## src/bsp_pkg.sv

```systemverilog
// ----------------------------------------------------------------------------
// bsp_pkg
// Shared types and constants of the B-spline surface point evaluator.
// ----------------------------------------------------------------------------
package bsp_pkg;

  localparam int MAX_POINTS = 16;
  localparam int MAX_DEGREE = 3;
  localparam int IDX_W      = 4;
  localparam int ADDR_W     = 2 * IDX_W;
  localparam int GRID_DEPTH = MAX_POINTS * MAX_POINTS;
  localparam int CNT_W      = 5;
  localparam int DEG_W      = 2;
  localparam int COORD_W    = 32;
  localparam int PARAM_W    = 17;
  localparam int BASIS_W    = 32;
  localparam int BASIS_FRAC = 30;
  localparam int CFG_IDX_W  = 3;
  localparam int CFG_DATA_W = 5;

  localparam logic [PARAM_W-1:0] PARAM_ONE = PARAM_W'(65536);
  localparam logic [BASIS_W-1:0] BASIS_ONE = BASIS_W'(64'd1 << BASIS_FRAC);

  localparam logic [CFG_IDX_W-1:0] REG_U_POINTS = 3'd0;
  localparam logic [CFG_IDX_W-1:0] REG_V_POINTS = 3'd1;
  localparam logic [CFG_IDX_W-1:0] REG_U_DEGREE = 3'd2;
  localparam logic [CFG_IDX_W-1:0] REG_V_DEGREE = 3'd3;

  localparam logic ACT_WRITE = 1'b0;
  localparam logic ACT_EVAL  = 1'b1;

  localparam logic [1:0] ST_OK    = 2'd0;
  localparam logic [1:0] ST_RANGE = 2'd1;
  localparam logic [1:0] ST_FEW   = 2'd2;

  typedef enum logic [1:0] {
    KIND_WRITE,
    KIND_EVAL,
    KIND_FAIL
  } kind_t;

  typedef struct packed {
    kind_t                      kind;
    logic [1:0]                 status;
    logic [ADDR_W-1:0]          addr;
    logic signed [COORD_W-1:0]  x;
    logic signed [COORD_W-1:0]  y;
    logic signed [COORD_W-1:0]  z;
    logic [PARAM_W-1:0]         u;
    logic [PARAM_W-1:0]         v;
  } item_t;

  typedef struct packed {
    logic [CNT_W-1:0] n;
    logic [CNT_W-1:0] m;
    logic [DEG_W-1:0] p;
    logic [DEG_W-1:0] q;
  } cfg_t;

  typedef logic [MAX_DEGREE:0][BASIS_W-1:0] basis_vec_t;

endpackage

```

## src/bsp_front.sv

```systemverilog
// ----------------------------------------------------------------------------
// bsp_front
// Configuration registers, item intake and classification.
// ----------------------------------------------------------------------------
module bsp_front (
  input  logic                               clk,
  input  logic                               rst_n,
  input  logic                               cfg_valid,
  output logic                               cfg_ready,
  input  logic [bsp_pkg::CFG_IDX_W-1:0]      cfg_index,
  input  logic [bsp_pkg::CFG_DATA_W-1:0]     cfg_data,
  input  logic                               take,
  input  logic                               in_action,
  input  logic [bsp_pkg::IDX_W-1:0]          in_row,
  input  logic [bsp_pkg::IDX_W-1:0]          in_col,
  input  logic signed [bsp_pkg::COORD_W-1:0] in_point_x,
  input  logic signed [bsp_pkg::COORD_W-1:0] in_point_y,
  input  logic signed [bsp_pkg::COORD_W-1:0] in_point_z,
  input  logic [bsp_pkg::PARAM_W-1:0]        in_u_param,
  input  logic [bsp_pkg::PARAM_W-1:0]        in_v_param,
  output logic                               push,
  output bsp_pkg::item_t                     push_item,
  output bsp_pkg::cfg_t                      cfg
);
  import bsp_pkg::*;

  logic [CNT_W-1:0] u_points_r, v_points_r;
  logic [DEG_W-1:0] u_degree_r, v_degree_r;
  logic             few;
  logic             range_bad;

  assign cfg_ready = 1'b1;

  always_ff @(posedge clk) begin
    if (!rst_n) begin
      u_points_r <= CNT_W'(4);
      v_points_r <= CNT_W'(4);
      u_degree_r <= DEG_W'(3);
      v_degree_r <= DEG_W'(3);
    end else if (cfg_valid) begin
      unique case (cfg_index)
        REG_U_POINTS: u_points_r <= cfg_data;
        REG_V_POINTS: v_points_r <= cfg_data;
        REG_U_DEGREE: u_degree_r <= cfg_data[DEG_W-1:0];
        REG_V_DEGREE: v_degree_r <= cfg_data[DEG_W-1:0];
        default: ;
      endcase
    end
  end

  // clamp counts to grid capacity
  always_comb begin
    cfg.n = (u_points_r > CNT_W'(MAX_POINTS)) ? CNT_W'(MAX_POINTS) : u_points_r;
    cfg.m = (v_points_r > CNT_W'(MAX_POINTS)) ? CNT_W'(MAX_POINTS) : v_points_r;
    cfg.p = u_degree_r;
    cfg.q = v_degree_r;
  end

  assign few = (cfg.n < CNT_W'(2)) || (cfg.m < CNT_W'(2)) ||
               (cfg.n <= CNT_W'(cfg.p)) || (cfg.m <= CNT_W'(cfg.q));
  assign range_bad = (in_u_param > PARAM_ONE) || (in_v_param > PARAM_ONE);

  assign push = take;

  always_comb begin
    push_item.addr = {in_row, in_col};
    push_item.x    = in_point_x;
    push_item.y    = in_point_y;
    push_item.z    = in_point_z;
    push_item.u    = in_u_param;
    push_item.v    = in_v_param;
    if (in_action == ACT_WRITE) begin
      push_item.kind   = KIND_WRITE;
      push_item.status = ST_OK;
    end else if (few) begin
      push_item.kind   = KIND_FAIL;
      push_item.status = ST_FEW;
    end else if (range_bad) begin
      push_item.kind   = KIND_FAIL;
      push_item.status = ST_RANGE;
    end else begin
      push_item.kind   = KIND_EVAL;
      push_item.status = ST_OK;
    end
  end

endmodule

```

## config.mk

```make
export PLATFORM = sky130hd
export DESIGN_NAME = bsp_front
export DESIGN_NICKNAME = d
export VERILOG_FILES = /design/src/bsp_pkg.sv /design/src/bsp_front.sv
export SDC_FILE = /design/constraint.sdc
export NUM_CORES = 1
export LEC_CHECK = 0
export BUFFER_PORTS_ARGS = -buffer_cell sky130_fd_sc_hd__buf_4
export CAP_MARGIN = 0
export CORE_AREA = 2 2 118 120
export CTS_CLUSTER_DIAMETER = 30
export DETAILED_ROUTE_END_ITERATION = 8
export DIE_AREA = 0 0 120 122
export GPL_TIMING_DRIVEN = 1
export PLACE_DENSITY = 0.52
export SLEW_MARGIN = 20
export SYNTH_ARGS = -nofsm -noshare
export SYNTH_HDL_FRONTEND = slang
export SYNTH_SLANG_ARGS = --single-unit
```

## constraint.sdc

```tcl
create_clock -name clk -period 1.75 [get_ports clk]
set_input_delay 0.35 -clock clk [delete_from_list [all_inputs] [get_ports clk]]
set_output_delay 0.35 -clock clk [all_outputs]
set_load 0.03 [all_outputs]
```

==> impl_metrics.tcl <==
set metrics [dict create \
    status "complete, but fails checks" \
    violations "negative setup slack" \
    clock-skew-final_ps 0 \
    path_cells "nor2b_4, ha_4, nor2b_4, o211ai_1, a22oi_2, and3_4, buf_6" \
    dp_cells 396 \
    cts_buffers 3 \
    fin_nets 377 \
    grt_pass1_wl_mm 7.49 \
    synth_nets 387 \
    power.leakage_uw 0.000981 \
    hp-class "input port to register" \
    slew_headroom_pct 62.5 \
    switchingPower_uw 334 \
    avgSynthCellArea_um2 8.11 \
    cp_top_family "simple AND/OR/NAND/NOR gates" \
    grt_overflow_total 0 \
    clk_latency_ps 240 \
    portBuffers 97 \
    power.total_uw 1170 \
    top_usage_layer "met2" \
    sw_frac_of_total_pct 28.6 \
    dieArea_um2 14600 \
    worstPathArrival_ps 1920 \
    hold_violations 0 \
    crit_end "push_item[140]" \
    power_density_nw_per_um2 528 \
    hold_depth 3 \
    ant_nets 0 \
    use_met2_pct 11.7 \
    ys_ff_latch 14 \
    cts_root_buf "clkbuf_16" \
    yosysWarnings 0 \
    grtUsageTotal_pct 6.60 \
    gp_congestion 0.668 \
    final_cell_mix "buf_4 (125), nor2b_1 (13), mux2i_1 (12)" \
    clock-sinks 14 \
    rows 43 \
    fmax_mhz 440 \
    seqPwrFrac_pct 28.5 \
    setup_slack_ps -521 \
    grt_max_degree 15 \
    synthCells 232 \
    final_common_cell "buf_4" \
    crit_buf_inv 1 \
    clockPowerShare_pct 36.4 \
    core_area_um2 13500 \
    syn_area_um2 1880 \
    cp_common_cell "nor2b_4" \
    io_pins 309 \
    clk_path_buf_depth 2 \
    die_y_um 122 \
    maxCapViolations 0 \
    internal_power_uw 832 \
    multi_input_area_um2 616 \
    dpl.hpwl_mm 4.72 \
    setup_viol 4 \
    drc 0 \
    fin_crit_sh_pct 130 \
    ys_types 24 \
    grt_util_met3_pct 2.53 \
    diodes 0 \
    areaGrowthSynthToFinish_pct 17.4 \
    antenna_found_initial 0 \
    max_stage_delay_ps 370 \
    path_clk_slew_ps 50 \
    globalRouteMet1Util_pct 7.04 \
    reg2regPathDepth 5 \
    crit_type "register to output pin" \
    tightest_slew_ps 561 \
    regArea_um2 290 \
    peakVddDrop_mv 0.458 \
    slew_violations 0 \
    end_kind "output pin" \
    cp.depth 7 \
    die_width_um 120 \
    power_frac_comb_pct 35.1 \
    viasPerCell 3.27 \
    rsz0062_at_grt "true" \
    dr_total_vias 1311 \
    drtIter0Drc 26 \
    crit_path_start_kind "register" \
    totalWireLength_mm 5.35 \
    first_pass_iters 4 \
    regToRegSetupSlack_ps 920 \
    setup_tns_ps -1930 \
    min_from "cfg_data[2]" \
    fin_crit_ps 2270 \
    final_cells 401 \
    seq_area_frac_synth_pct 14.9 \
    cts_tree "done" \
    fill_cells 1544 \
    preCtsSetupSlack_ps -772 \
    post_drt_wl_per_cell_um 13.3 \
    utilization_pct 16.4 \
    crit_start "v_points_r[1]" \
    cp.required_ps 1400 \
    cts_hold_buffers 0 \
    start_util_pct 13.9 \
    grt_pass1_vias 1401 \
    htree_levels 1 \
    slowest_stage "a22oi_2" \
    path_max_fanout 4 \
    r2r-start "v_degree_r[1]" \
    r2r_end "v_degree_r[1]" \
    layout-drive-gt1-share_pct 69.2 \
]
-- power by group through the flow --
| stage | clock, µW | sequential (µW) | combinational [µW] |
|---|---|---|---|
| after floorplan | 0 | 342 | 671 |
| final | 424 | 332 | 410 |
| after CTS | 440 | 332 | 412 |
| after global routing | 462 | 333 | 436 |
| after detailed placement | 0 | 337 | 402 |
| after global placement | 0 | 337 | 400 |
-- worst min-delay path by stage --
stage               endpoint  slack [ps]
6_report       u_points_r[2]         350
5_1_grt        u_points_r[2]         350
4_1_cts        v_points_r[2]         340
3_5_place_dp   u_points_r[2]         500
3_3_place_gp   u_points_r[2]         480
2_1_floorplan  u_points_r[2]         460
-- worst reg2reg max path: stages (launching register included) --
cell     delay (ps)
dfxtp_4         330
inv_1           100
buf_4           120
nand2_1          30
o21ai_0          70
nand2_1          70
-- logic make-up (layout without fill, tap and decap cells) --
kind of cell	Yosys count	in the layout	synth area share, %
adders and majority gates	4	4	2.66
AOI/OAI and AO/OA	7	7	2.66
muxes	12	12	6.38
buffers and inverters	148	137	57.5
and+or+nand+nor	46	46	15.7
DFF	14	14	14.9
other	1	1	0.199
-- layer usage --
metal / wire length, µm / vias to the layer above / share of wire [%]
met1: 1900 / 595 / 36
met5: 0 / - / 0
li1: - / 584 / -
met3: 635 / 22 / 12
met4: 143 / 0 / 2.7
met2: 2670 / 110 / 50
-- cells in the mapped netlist (all sizes together) --
cell,instances,share of area [%]
a21boi,1,0.40
ha,4,2.7
and3,1,0.33
nand2,9,1.8
clkbuf,3,0.60
nand4,2,0.66
inv,4,0.80
nand4b,1,0.47
buf,141,56
and4bb,1,0.66
nor4b,1,1.3
conb,1,0.20
and3b,1,0.47
nand2b,2,0.66
o21ai,1,0.27
dfxtp,14,15
a22oi,2,0.80
nor3,2,0.53
o211ai,3,1.2
nor2b,17,5.7
nor4,8,2.7
mux2i,12,6.4
nor4bb,1,0.53
-- sequential cells by signal (all words and copies together), names as in the netlist --
| name | flops |
|---|---|
| v_degree_r | 2 |
| u_points_r | 5 |
| v_points_r | 5 |
| u_degree_r | 2 |
-- per-stage QoR --
stage / hold WS [ps] / area (µm²)
3_5_place_dp: 502 / 2060
5_1_grt: 347 / 2210
6_report: 345 / 2210
3_3_place_gp: 484 / 2060
4_1_cts: 345 / 2200
2_1_floorplan: 458 / 1940
-- what timing repair did --
| action | 4_1_cts | 5_1_grt |
|---|---|---|
| setup buffers | 1 | 0 |
| gates resized for setup | 10 | 2 |
| pin swaps | 5 | 5 |
| endpoints found under the setup margin | 4 | 4 |
-- cell type report --
type                    instances  area share [%]
repair buffers                129            44.5
multi-input cells              70            27.9
flip-flops and latches         14            13.1
well taps                     180            10.2
clock buffers                   4            3.57
inverters                       4           0.680
No activity file was read; power rests on OpenSTA's default activity.
