==> config.mk <==
export PLATFORM = sky130hd
export DESIGN_NAME = bsp_queue
export DESIGN_NICKNAME = d
export VERILOG_FILES = /design/src/bsp_pkg.sv /design/src/bsp_queue.sv
export SDC_FILE = /design/constraint.sdc
export NUM_CORES = 1
export LEC_CHECK = 0
export BUFFER_PORTS_ARGS = -buffer_cell sky130_fd_sc_hd__buf_4
export CORE_UTILIZATION = 40
export CTS_CLUSTER_DIAMETER = 100
export DETAILED_ROUTE_END_ITERATION = 8
export GPL_ROUTABILITY_DRIVEN = 0
export PLACE_DENSITY = 0.63
export SLEW_MARGIN = 20
export SYNTH_ARGS = -nofsm -noshare
export SYNTH_HDL_FRONTEND = slang
export SYNTH_SLANG_ARGS = --single-unit
==> constraint.sdc <==
create_clock -name clk -period 7.7 [get_ports clk]
set_input_delay 0 -clock clk [delete_from_list [all_inputs] [get_ports clk]]
set_output_delay 0 -clock clk [all_outputs]
set_load 0.01 [all_outputs]
==> src/bsp_pkg.sv <==
// ----------------------------------------------------------------------------
// bsp_pkg
// Shared types and constants of the B-spline surface point evaluator.
// ----------------------------------------------------------------------------
package bsp_pkg;

  localparam int MAX_POINTS = 16;
  localparam int MAX_DEGREE = 3;
  localparam int IDX_W      = 4;
  localparam int ADDR_W     = 2 * IDX_W;
  localparam int GRID_DEPTH = MAX_POINTS * MAX_POINTS;
  localparam int CNT_W      = 5;
  localparam int DEG_W      = 2;
  localparam int COORD_W    = 32;
  localparam int PARAM_W    = 17;
  localparam int BASIS_W    = 32;
  localparam int BASIS_FRAC = 30;
  localparam int CFG_IDX_W  = 3;
  localparam int CFG_DATA_W = 5;

  localparam logic [PARAM_W-1:0] PARAM_ONE = PARAM_W'(65536);
  localparam logic [BASIS_W-1:0] BASIS_ONE = BASIS_W'(64'd1 << BASIS_FRAC);

  localparam logic [CFG_IDX_W-1:0] REG_U_POINTS = 3'd0;
  localparam logic [CFG_IDX_W-1:0] REG_V_POINTS = 3'd1;
  localparam logic [CFG_IDX_W-1:0] REG_U_DEGREE = 3'd2;
  localparam logic [CFG_IDX_W-1:0] REG_V_DEGREE = 3'd3;

  localparam logic ACT_WRITE = 1'b0;
  localparam logic ACT_EVAL  = 1'b1;

  localparam logic [1:0] ST_OK    = 2'd0;
  localparam logic [1:0] ST_RANGE = 2'd1;
  localparam logic [1:0] ST_FEW   = 2'd2;

  typedef enum logic [1:0] {
    KIND_WRITE,
    KIND_EVAL,
    KIND_FAIL
  } kind_t;

  typedef struct packed {
    kind_t                      kind;
    logic [1:0]                 status;
    logic [ADDR_W-1:0]          addr;
    logic signed [COORD_W-1:0]  x;
    logic signed [COORD_W-1:0]  y;
    logic signed [COORD_W-1:0]  z;
    logic [PARAM_W-1:0]         u;
    logic [PARAM_W-1:0]         v;
  } item_t;

  typedef struct packed {
    logic [CNT_W-1:0] n;
    logic [CNT_W-1:0] m;
    logic [DEG_W-1:0] p;
    logic [DEG_W-1:0] q;
  } cfg_t;

  typedef logic [MAX_DEGREE:0][BASIS_W-1:0] basis_vec_t;

endpackage

==> src/bsp_queue.sv <==
// ----------------------------------------------------------------------------
// bsp_queue
// Short item queue between the front and the back.
// ----------------------------------------------------------------------------
module bsp_queue #(
  parameter int DEPTH = 4
) (
  input  logic           clk,
  input  logic           rst_n,
  input  logic           push,
  input  bsp_pkg::item_t push_item,
  input  logic           pop,
  output bsp_pkg::item_t head,
  output logic           empty,
  output logic           full
);
  import bsp_pkg::*;

  localparam int PTR_W = (DEPTH > 1) ? $clog2(DEPTH) : 1;
  localparam int CNT_QW = $clog2(DEPTH + 1);

  item_t              mem_r [DEPTH];
  logic [PTR_W-1:0]   wr_ptr_r, rd_ptr_r;
  logic [CNT_QW-1:0]  count_r;

  assign empty = (count_r == '0);
  assign full  = (count_r == CNT_QW'(DEPTH));
  assign head  = mem_r[rd_ptr_r];

  function automatic logic [PTR_W-1:0] wrap_inc(input logic [PTR_W-1:0] ptr);
    return (ptr == PTR_W'(DEPTH - 1)) ? '0 : ptr + 1'b1;
  endfunction

  always_ff @(posedge clk) begin
    if (push) begin
      mem_r[wr_ptr_r] <= push_item;
    end
  end

  always_ff @(posedge clk) begin
    if (!rst_n) begin
      wr_ptr_r <= '0;
      rd_ptr_r <= '0;
      count_r  <= '0;
    end else begin
      if (push) begin
        wr_ptr_r <= wrap_inc(wr_ptr_r);
      end
      if (pop) begin
        rd_ptr_r <= wrap_inc(rd_ptr_r);
      end
      if (push && !pop) begin
        count_r <= count_r + 1'b1;
      end else if (pop && !push) begin
        count_r <= count_r - 1'b1;
      end
    end
  end

endmodule

==> results of run 1 <==
[final timing paths]
check,from,endpoint,slack [ns]
worst min register to register,count_r[2]$_SDFFE_PN0P_,count_r[2]$_SDFFE_PN0P_,0.52
worst min-delay path,push_item[54],mem_r[3][54]$_DFFE_PP_,0.14
worst max-delay path,flop,head[94],4.50
worst max register to register,wr_ptr_r[0]$_SDFFE_PN0P_,mem_r[3][14]$_DFFE_PP_,5.18
[cells by family after synthesis]
kind of cell    share of synthesized area (%)
flops                                    82.4
mux                                      15.5
buf+inv                                  1.10
simple gates                            0.430
fa+ha+maj                               0.454
compound gates                         0.0957
xor+xnor                               0.0837
[power breakdown]
group	internal, uW	switching [uW]
Clock	1650	1150
Combinational	377	337
Sequential	3600	41.1
Total	5630	1530
[per-layer routing]
metal | wire length, um | share of wire (%) | up-vias
met5 | 13 | 0.030 | -
met4 | 758 | 1.8 | 2
met3 | 2420 | 5.7 | 59
met2 | 20900 | 49 | 268
met1 | 18600 | 44 | 5211
li1 | - | - | 4370
[metrics by stage]
step | std cells | hold slack (ns) | power (uW) | setup slack [ns] | utilization [%]
floorplan | 786 | 0.0989 | 4040 | 3.39 | -
global placement | 1734 | 0.200 | 4360 | 5.02 | 46.3
detailed placement | 1734 | 0.203 | 4370 | 5.01 | 46.3
CTS | 1988 | 0.0821 | 7260 | 4.35 | 52.9
global route | 1990 | 0.107 | 7430 | 4.20 | 53.0
finish | 1991 | 0.140 | 7160 | 4.50 | 53.0
[area by class of cell]
| type | count | area, um2 |
|---|---|---|
| fill | 4058 | 24200 |
| antenna | 2 | 5.00 |
| clock inverter | 34 | 345 |
| multi-input combinational | 173 | 3470 |
| sequential | 577 | 17200 |
| inverter | 4 | 15.0 |
| timing repair buffer | 449 | 3770 |
| clock buffer | 72 | 1580 |
| tap | 680 | 851 |
[registers in the layout, summed over array words and instances (netlist names), named ones only]
signal	count
mem_r	568
count_r	3
wr_ptr_r	2
rd_ptr_r	2
[cell usage in the layout (no fill, tap or decap), drive strengths merged, types with 2 or more instances in the layout]
master	instances
and2	5
dlygate4sd3	148
mux2i	4
ha	6
bufinv	6
mux4	142
diode	2
buf	301
nor2b	5
clkinv	25
clkbuf	72
inv	6
dfxtp	9
nor3	2
edfxtp	568
==> impl_metrics.csv, run 1 <==
group,metric,value,unit
clock_tree,cts_made_buffers,59,
synthesis,synth_cell_types,21,
timing,grt_setup_unrepaired,"no",
cells_and_area,area_growth,30.4,%
cells_and_area,drive_above_1_share,41.0,%
global_route,grtUsageMet2,26.4,%
critical_path,cp_cell_sequence,"buf_12 -> mux4_2 -> buf_4",
clock_tree,clk_latency,0.61,ns
clock_tree,clock_sinks,577,
timing,tightestPinTransition,1.10,ns
routing,vias,9910,
timing,min_period,3.20,ns
clock_tree,cts_hold_buffers,148,
global_route,grt_antenna_before_repair,2,
die,die_w,231,um
synthesis,syn_inst,786,
run_status,status,"finished, final reports clean",
synthesis,yosys-top-cells-area,"edfxtp_1 (82%), mux4_2 (15%), dfxtp_1 (0.86%)",
critical_path,crit_buf_inv,2,
synthesis,synth_area,0.0209,mm2
critical_path,crit_required,7.70,ns
die,initial_core_util,40.6,%
power_and_ir_drop,leakage,0.00924,uW
critical_path,cp-end-kind,"output port",
placed_design,hpwl,24000,um
clock_tree,clk_path_buf_depth,3,
routing,ant_nets,0,
routing,remaining_drc_errors,0,
placed_design,place_area,0.0238,mm2
synthesis,synth.ff_latch_count,577,
placed_design,io_buffers,289,
die,ios,290,
timing,drv_slew,0,
synthesis,yosysSeqAreaShare,82.4,%
critical_path,crit_family,"flip-flops",
synthesis,yosysWarnings,0,
critical_path,crit_cells,3,
critical_path,reg2reg_depth,3,
routing,first_pass_iters,5,
timing,fmax,312,MHz
synthesis,synth_area_leader_cell,"edfxtp_1",
critical_path,crit_slowest_cell,"dfxtp_4",
cells_and_area,design_area,0.0273,mm2
timing,fin_crit_sh,41.6,%
die,dieArea,0.0532,mm2
routing,via_per_inst,4.98,
timing,hold_viol_final,0,
global_route,grt_overflow,0,
die,coreArea,0.0515,mm2
synthesis,avgSynthCellArea,26.6,um2
clock_tree,cts_setup_buffers,0,
routing,wl,42700,um
synthesis,yosys_most_used_dff,"edfxtp_1",
timing,finalSetupTns,0,ns
critical_path,cp_slowest_stage_delay,0.92,ns
die,fp-row-count,83,
cells_and_area,layout.nets,1417,
clock_tree,post_cts_resized,0,
timing,setup_viol,0,
synthesis,synth_edf_count,568,
routing,drtIter0Drc,661,
timing,skew,0.0117,ns
synthesis,synthArstFlopShare,0,%
critical_path,cp_max_fo,104,
critical_path,cp-start-kind,"flop",
global_route,grt_max_degree,105,
global_route,use_met1,22.7,%
synthesis,synth_top_area_share,81.5,%
clock_tree,htree_levels,2,
global_route,grt_pass1_wl,64800,um
die,die_y,231,um
global_route,grt_pass1_vias,10800,
power_and_ir_drop,irDropWorstVdd,0.000197,V
critical_path,criticalPathCategory,"flop to output port",
global_route,globalRouteTotalUtil,16.3,%
flow_run,maxCapViolCount,0,
min_path,holdCritPathClass,"input port to flop",
synthesis,mappedNetlistNets,939,
clock_tree,cts_tree,"done",
synthesis,synth_most_common_cell,"edfxtp_1",
clock_tree,path_clk_slew,0.06,ns
global_route,grt.busiest_layer,"met2",
critical_path,cp.arrival,3.20,ns
power_and_ir_drop,p_per_area,263,mW/mm2
synthesis,synthTopCellsByCount,"edfxtp_1 (568), mux4_2 (142), buf_2 (16)",
routing,wl_per_cell,21.5,um
clock_tree,cts_root_buf,"clkbuf_16",
min_path,hold-path-cell-count,2,
global_route,grtUsageMet3,3.51,%
timing,maxSlewHeadroom,26.6,%
Note: power is estimated with default switching activity, not from simulation.
==> run 2, diff against run 1 <==
Settings changed: ABC_AREA from default to 1, PLACE_DENSITY 0.63 to 0.65.
Clock period 7.7 ns to 2.9 ns, I/O delays scaled along.
==> run 2 against run 1 <==
Cell area up 1.9%. Power rose to 2.6 times the previous value. Critical path depth up 1. First-iteration DRC count grew 19%. Wire length increased by 14%. Die area grew 3.1%. Clock skew is 0.0071 ns higher. Critical path type unchanged. Critical endpoint is now head[45]. Highest routed layer is now met4.
==> impl_metrics.csv, run 2 <==
group,metric,value,unit
run_status,status,"finished, final reports clean",
power_and_ir_drop,net-switching-power,4310,uW
timing,holdWs,0.135,ns
min_path,hold-path-cell-count,2,
critical_path,cp-end-kind,"output port",
power_and_ir_drop,p_per_area,671,mW/mm2
die,coreArea,0.0530,mm2
cells_and_area,drive_above_1_share,23.2,%
synthesis,mappedNetlistNets,1585,
critical_path,cp_slowest_stage_delay,0.64,ns
timing,fmax,394,MHz
synthesis,synthArstFlopShare,0,%
synthesis,synth.ff_latch_count,577,
clock_tree,cts_root_buf,"clkbuf_16",
power_and_ir_drop,seq_power_share,51.7,%
clock_tree,htree_levels,2,
synthesis,yosysSeqAreaShare,79.8,%
global_route,globalRouteTotalUtil,17.4,%
routing,drtIter0Drc,786,
power_and_ir_drop,leakage,0.00972,uW
synthesis,synth_cell_types,22,
placed_design,io_buffers,289,
die,ios,290,
critical_path,worstReg2RegStart,"count_r[0]$_SDFFE_PN0P_",
global_route,grt_overflow,0,
cells_and_area,top_register,"mem_r",
synthesis,synth_most_common_cell,"edfxtp_1",
die,dieArea,0.0549,mm2
timing,fin_crit_sh,87.5,%
timing,setup_viol,0,
clock_tree,clock_sinks,577,
critical_path,crit_buf_inv,2,
synthesis,yosysWarnings,0,
global_route,grt_pass1_vias,13200,
timing,drv_slew,0,
power_and_ir_drop,irDropWorstVdd,0.000489,V
timing,maxSlewHeadroom,49.9,%
critical_path,crit_required,2.90,ns
clock_tree,cts_setup_buffers,0,
critical_path,cp.arrival,2.54,ns
die,die_y,234,um
timing,min_period,2.54,ns
min_path,holdPathEnd,"mem_r[2][139]$_DFFE_PP_",
die,initial_core_util,40.8,%
routing,via_per_inst,5.14,
cells_and_area,final_common_cell,"edfxtp_1",
routing,wl,48900,um
synthesis,yosys-top-cells-area,"edfxtp_1 (79%), nor2_1 (5.1%), o21ai_0 (3.8%)",
synthesis,syn_inst,1432,
routing,first_pass_iters,5,
routing,ant_nets,0,
power_and_ir_drop,p_sw_share,23.1,%
placed_design,hpwl,26800,um
synthesis,synthTopCellsByCount,"edfxtp_1 (568), nor2_1 (292), o21ai_0 (164)",
routing,vias,13300,
synthesis,yosys_most_used_dff,"edfxtp_1",
synthesis,synth_edf_count,568,
clock_tree,clk_path_buf_depth,3,
synthesis,synth_area_leader_cell,"edfxtp_1",
critical_path,cp_max_fo,122,
die,fp-row-count,84,
global_route,grt_antenna_before_repair,0,
critical_path,cp_cell_sequence,"buf_12 -> o21ai_0 -> o22ai_1 -> buf_4",
critical_path,worst_r2r_endpoint,"count_r[2]$_SDFFE_PN0P_",
timing,tightestPinTransition,0.750,ns
power_and_ir_drop,p_int,14300,uW
global_route,grt_pass1_wl,73600,um
cells_and_area,largestRegisters,"mem_r x568, count_r x3",
power_and_ir_drop,clkPwrFrac,36.3,%
cells_and_area,final_cell_mix,"edfxtp_1 (568), buf_4 (303), nor2_1 (292), o21ai_0 (164), dlygate4sd3_1 (147)",
critical_path,crit_family,"flip-flops",
cells_and_area,layout.nets,2017,
cells_and_area,area_growth,28.7,%
clock_tree,cts_made_buffers,56,
clock_tree,clk_latency,0.60,ns
routing,remaining_drc_errors,0,
min_path,holdCritPathClass,"input port to flop",
timing,grt_setup_unrepaired,"no",
critical_path,reg2reg_depth,7,
global_route,grt_max_degree,129,
die,die_w,234,um
timing,hold_viol_final,0,
routing,wl_per_cell,18.8,um
critical_path,reg2reg_slack,0.61,ns
cells_and_area,num_antenna_cells,0,
power_and_ir_drop,combPwrFrac,12.0,%
synthesis,synth_area,0.0216,mm2
flow_run,maxCapViolCount,0,
critical_path,crit_slowest_cell,"dfxtp_4",
timing,skew,0.0188,ns
synthesis,synth_top_area_share,79.0,%
min_path,worst_hold_startpoint,"push_item[139]",
clock_tree,cts_tree,"done",
synthesis,avgSynthCellArea,15.1,um2
critical_path,cp-start-kind,"flop",
cells_and_area,final_core_util,52.5,%
cells_and_area,largest_register_ffs,568,
clock_tree,path_clk_slew,0.06,ns
critical_path,criticalPathCategory,"flop to output port",
==> run 2: cell families (layout without fill, tap and decap cells) <==
| kind of cell | after synthesis | count (layout) | synth area share (%) |
|---|---|---|---|
| AND/OR/NAND/NOR | 306 | 306 | 5.36 |
| XOR/XNOR | 1 | 1 | 0.0406 |
| flip-flops | 577 | 577 | 79.8 |
| adder cells (fa/ha/maj) | 7 | 7 | 0.440 |
| AO/OA/AOI/OAI | 432 | 432 | 11.8 |
| buffers and inverters | 109 | 586 | 2.57 |
==> run 2: how the worst max path moves through the flow <==
stage                                        end  cells after the start                      from
after floorplan            mem_r[0][0]$_DFFE_PP_                      4  wr_ptr_r[0]$_SDFFE_PN0P_
after global placement    mem_r[1][74]$_DFFE_PP_                      5  wr_ptr_r[1]$_SDFFE_PN0P_
after detailed placement  mem_r[1][75]$_DFFE_PP_                      5  wr_ptr_r[1]$_SDFFE_PN0P_
after CTS                               head[45]                      5                      flop
after global routing                    head[54]                      5                      flop
final                                   head[45]                      4                      flop
==> run 2: repair_timing <==
| action | 4_1_cts | 5_1_grt |
|---|---|---|
| resized for setup | 0 | 0 |
| endpoints found under the hold margin | 578 | 0 |
| hold buffers | 147 | 0 |
==> run 2: layout make-up <==
type                            count  area [um2]
Timing Repair Buffer              467        4090
Tap cell                          688         861
Inverter                           16        85.1
Fill cell                        4318       25200
Multi-Input combinational cell    746        3820
Clock buffer                       75        1510
Clock inverter                     28         183
Sequential cell                   577       17200
==> run 2: layer usage <==
| metal | up-vias | share of wire (%) | routed length [um] | track usage, % |
|---|---|---|---|---|
| met3 | 79 | 6.4 | 3130 | 3.83 |
| li1 | 6292 | - | - | - |
| met4 | 0 | 2.1 | 1020 | 5.54 |
| met1 | 6610 | 43 | 20900 | 22.8 |
| met5 | - | 0 | 0 | 0 |
| met2 | 366 | 49 | 23800 | 28.9 |
==> run 2: stage by stage <==
step / cell area [um2] / std cells / total power (uW) / TNS [ns] / setup slack [ns]
after floorplan: 21600 / 1432 / 10800 / -118.21 / -0.210
after global placement: 24600 / 2347 / 11900 / 0 / 0.836
after detailed placement: 24600 / 2347 / 11900 / 0 / 0.849
after CTS: 27800 / 2597 / 18800 / 0 / 0.323
after global routing: 27800 / 2597 / 19300 / 0 / 0.211
final: 27800 / 2597 / 18600 / 0 / 0.364
==> run 2: power groups by stage <==
| stage | combinational (uW) | clock [uW] | sequential [uW] |
|---|---|---|---|
| global placement | 2050 | 0 | 9810 |
| finish | 2230 | 6760 | 9640 |
| floorplan | 1040 | 0 | 9800 |
| detailed placement | 2090 | 0 | 9820 |
| global route | 2440 | 7210 | 9670 |
| CTS | 2270 | 6920 | 9650 |
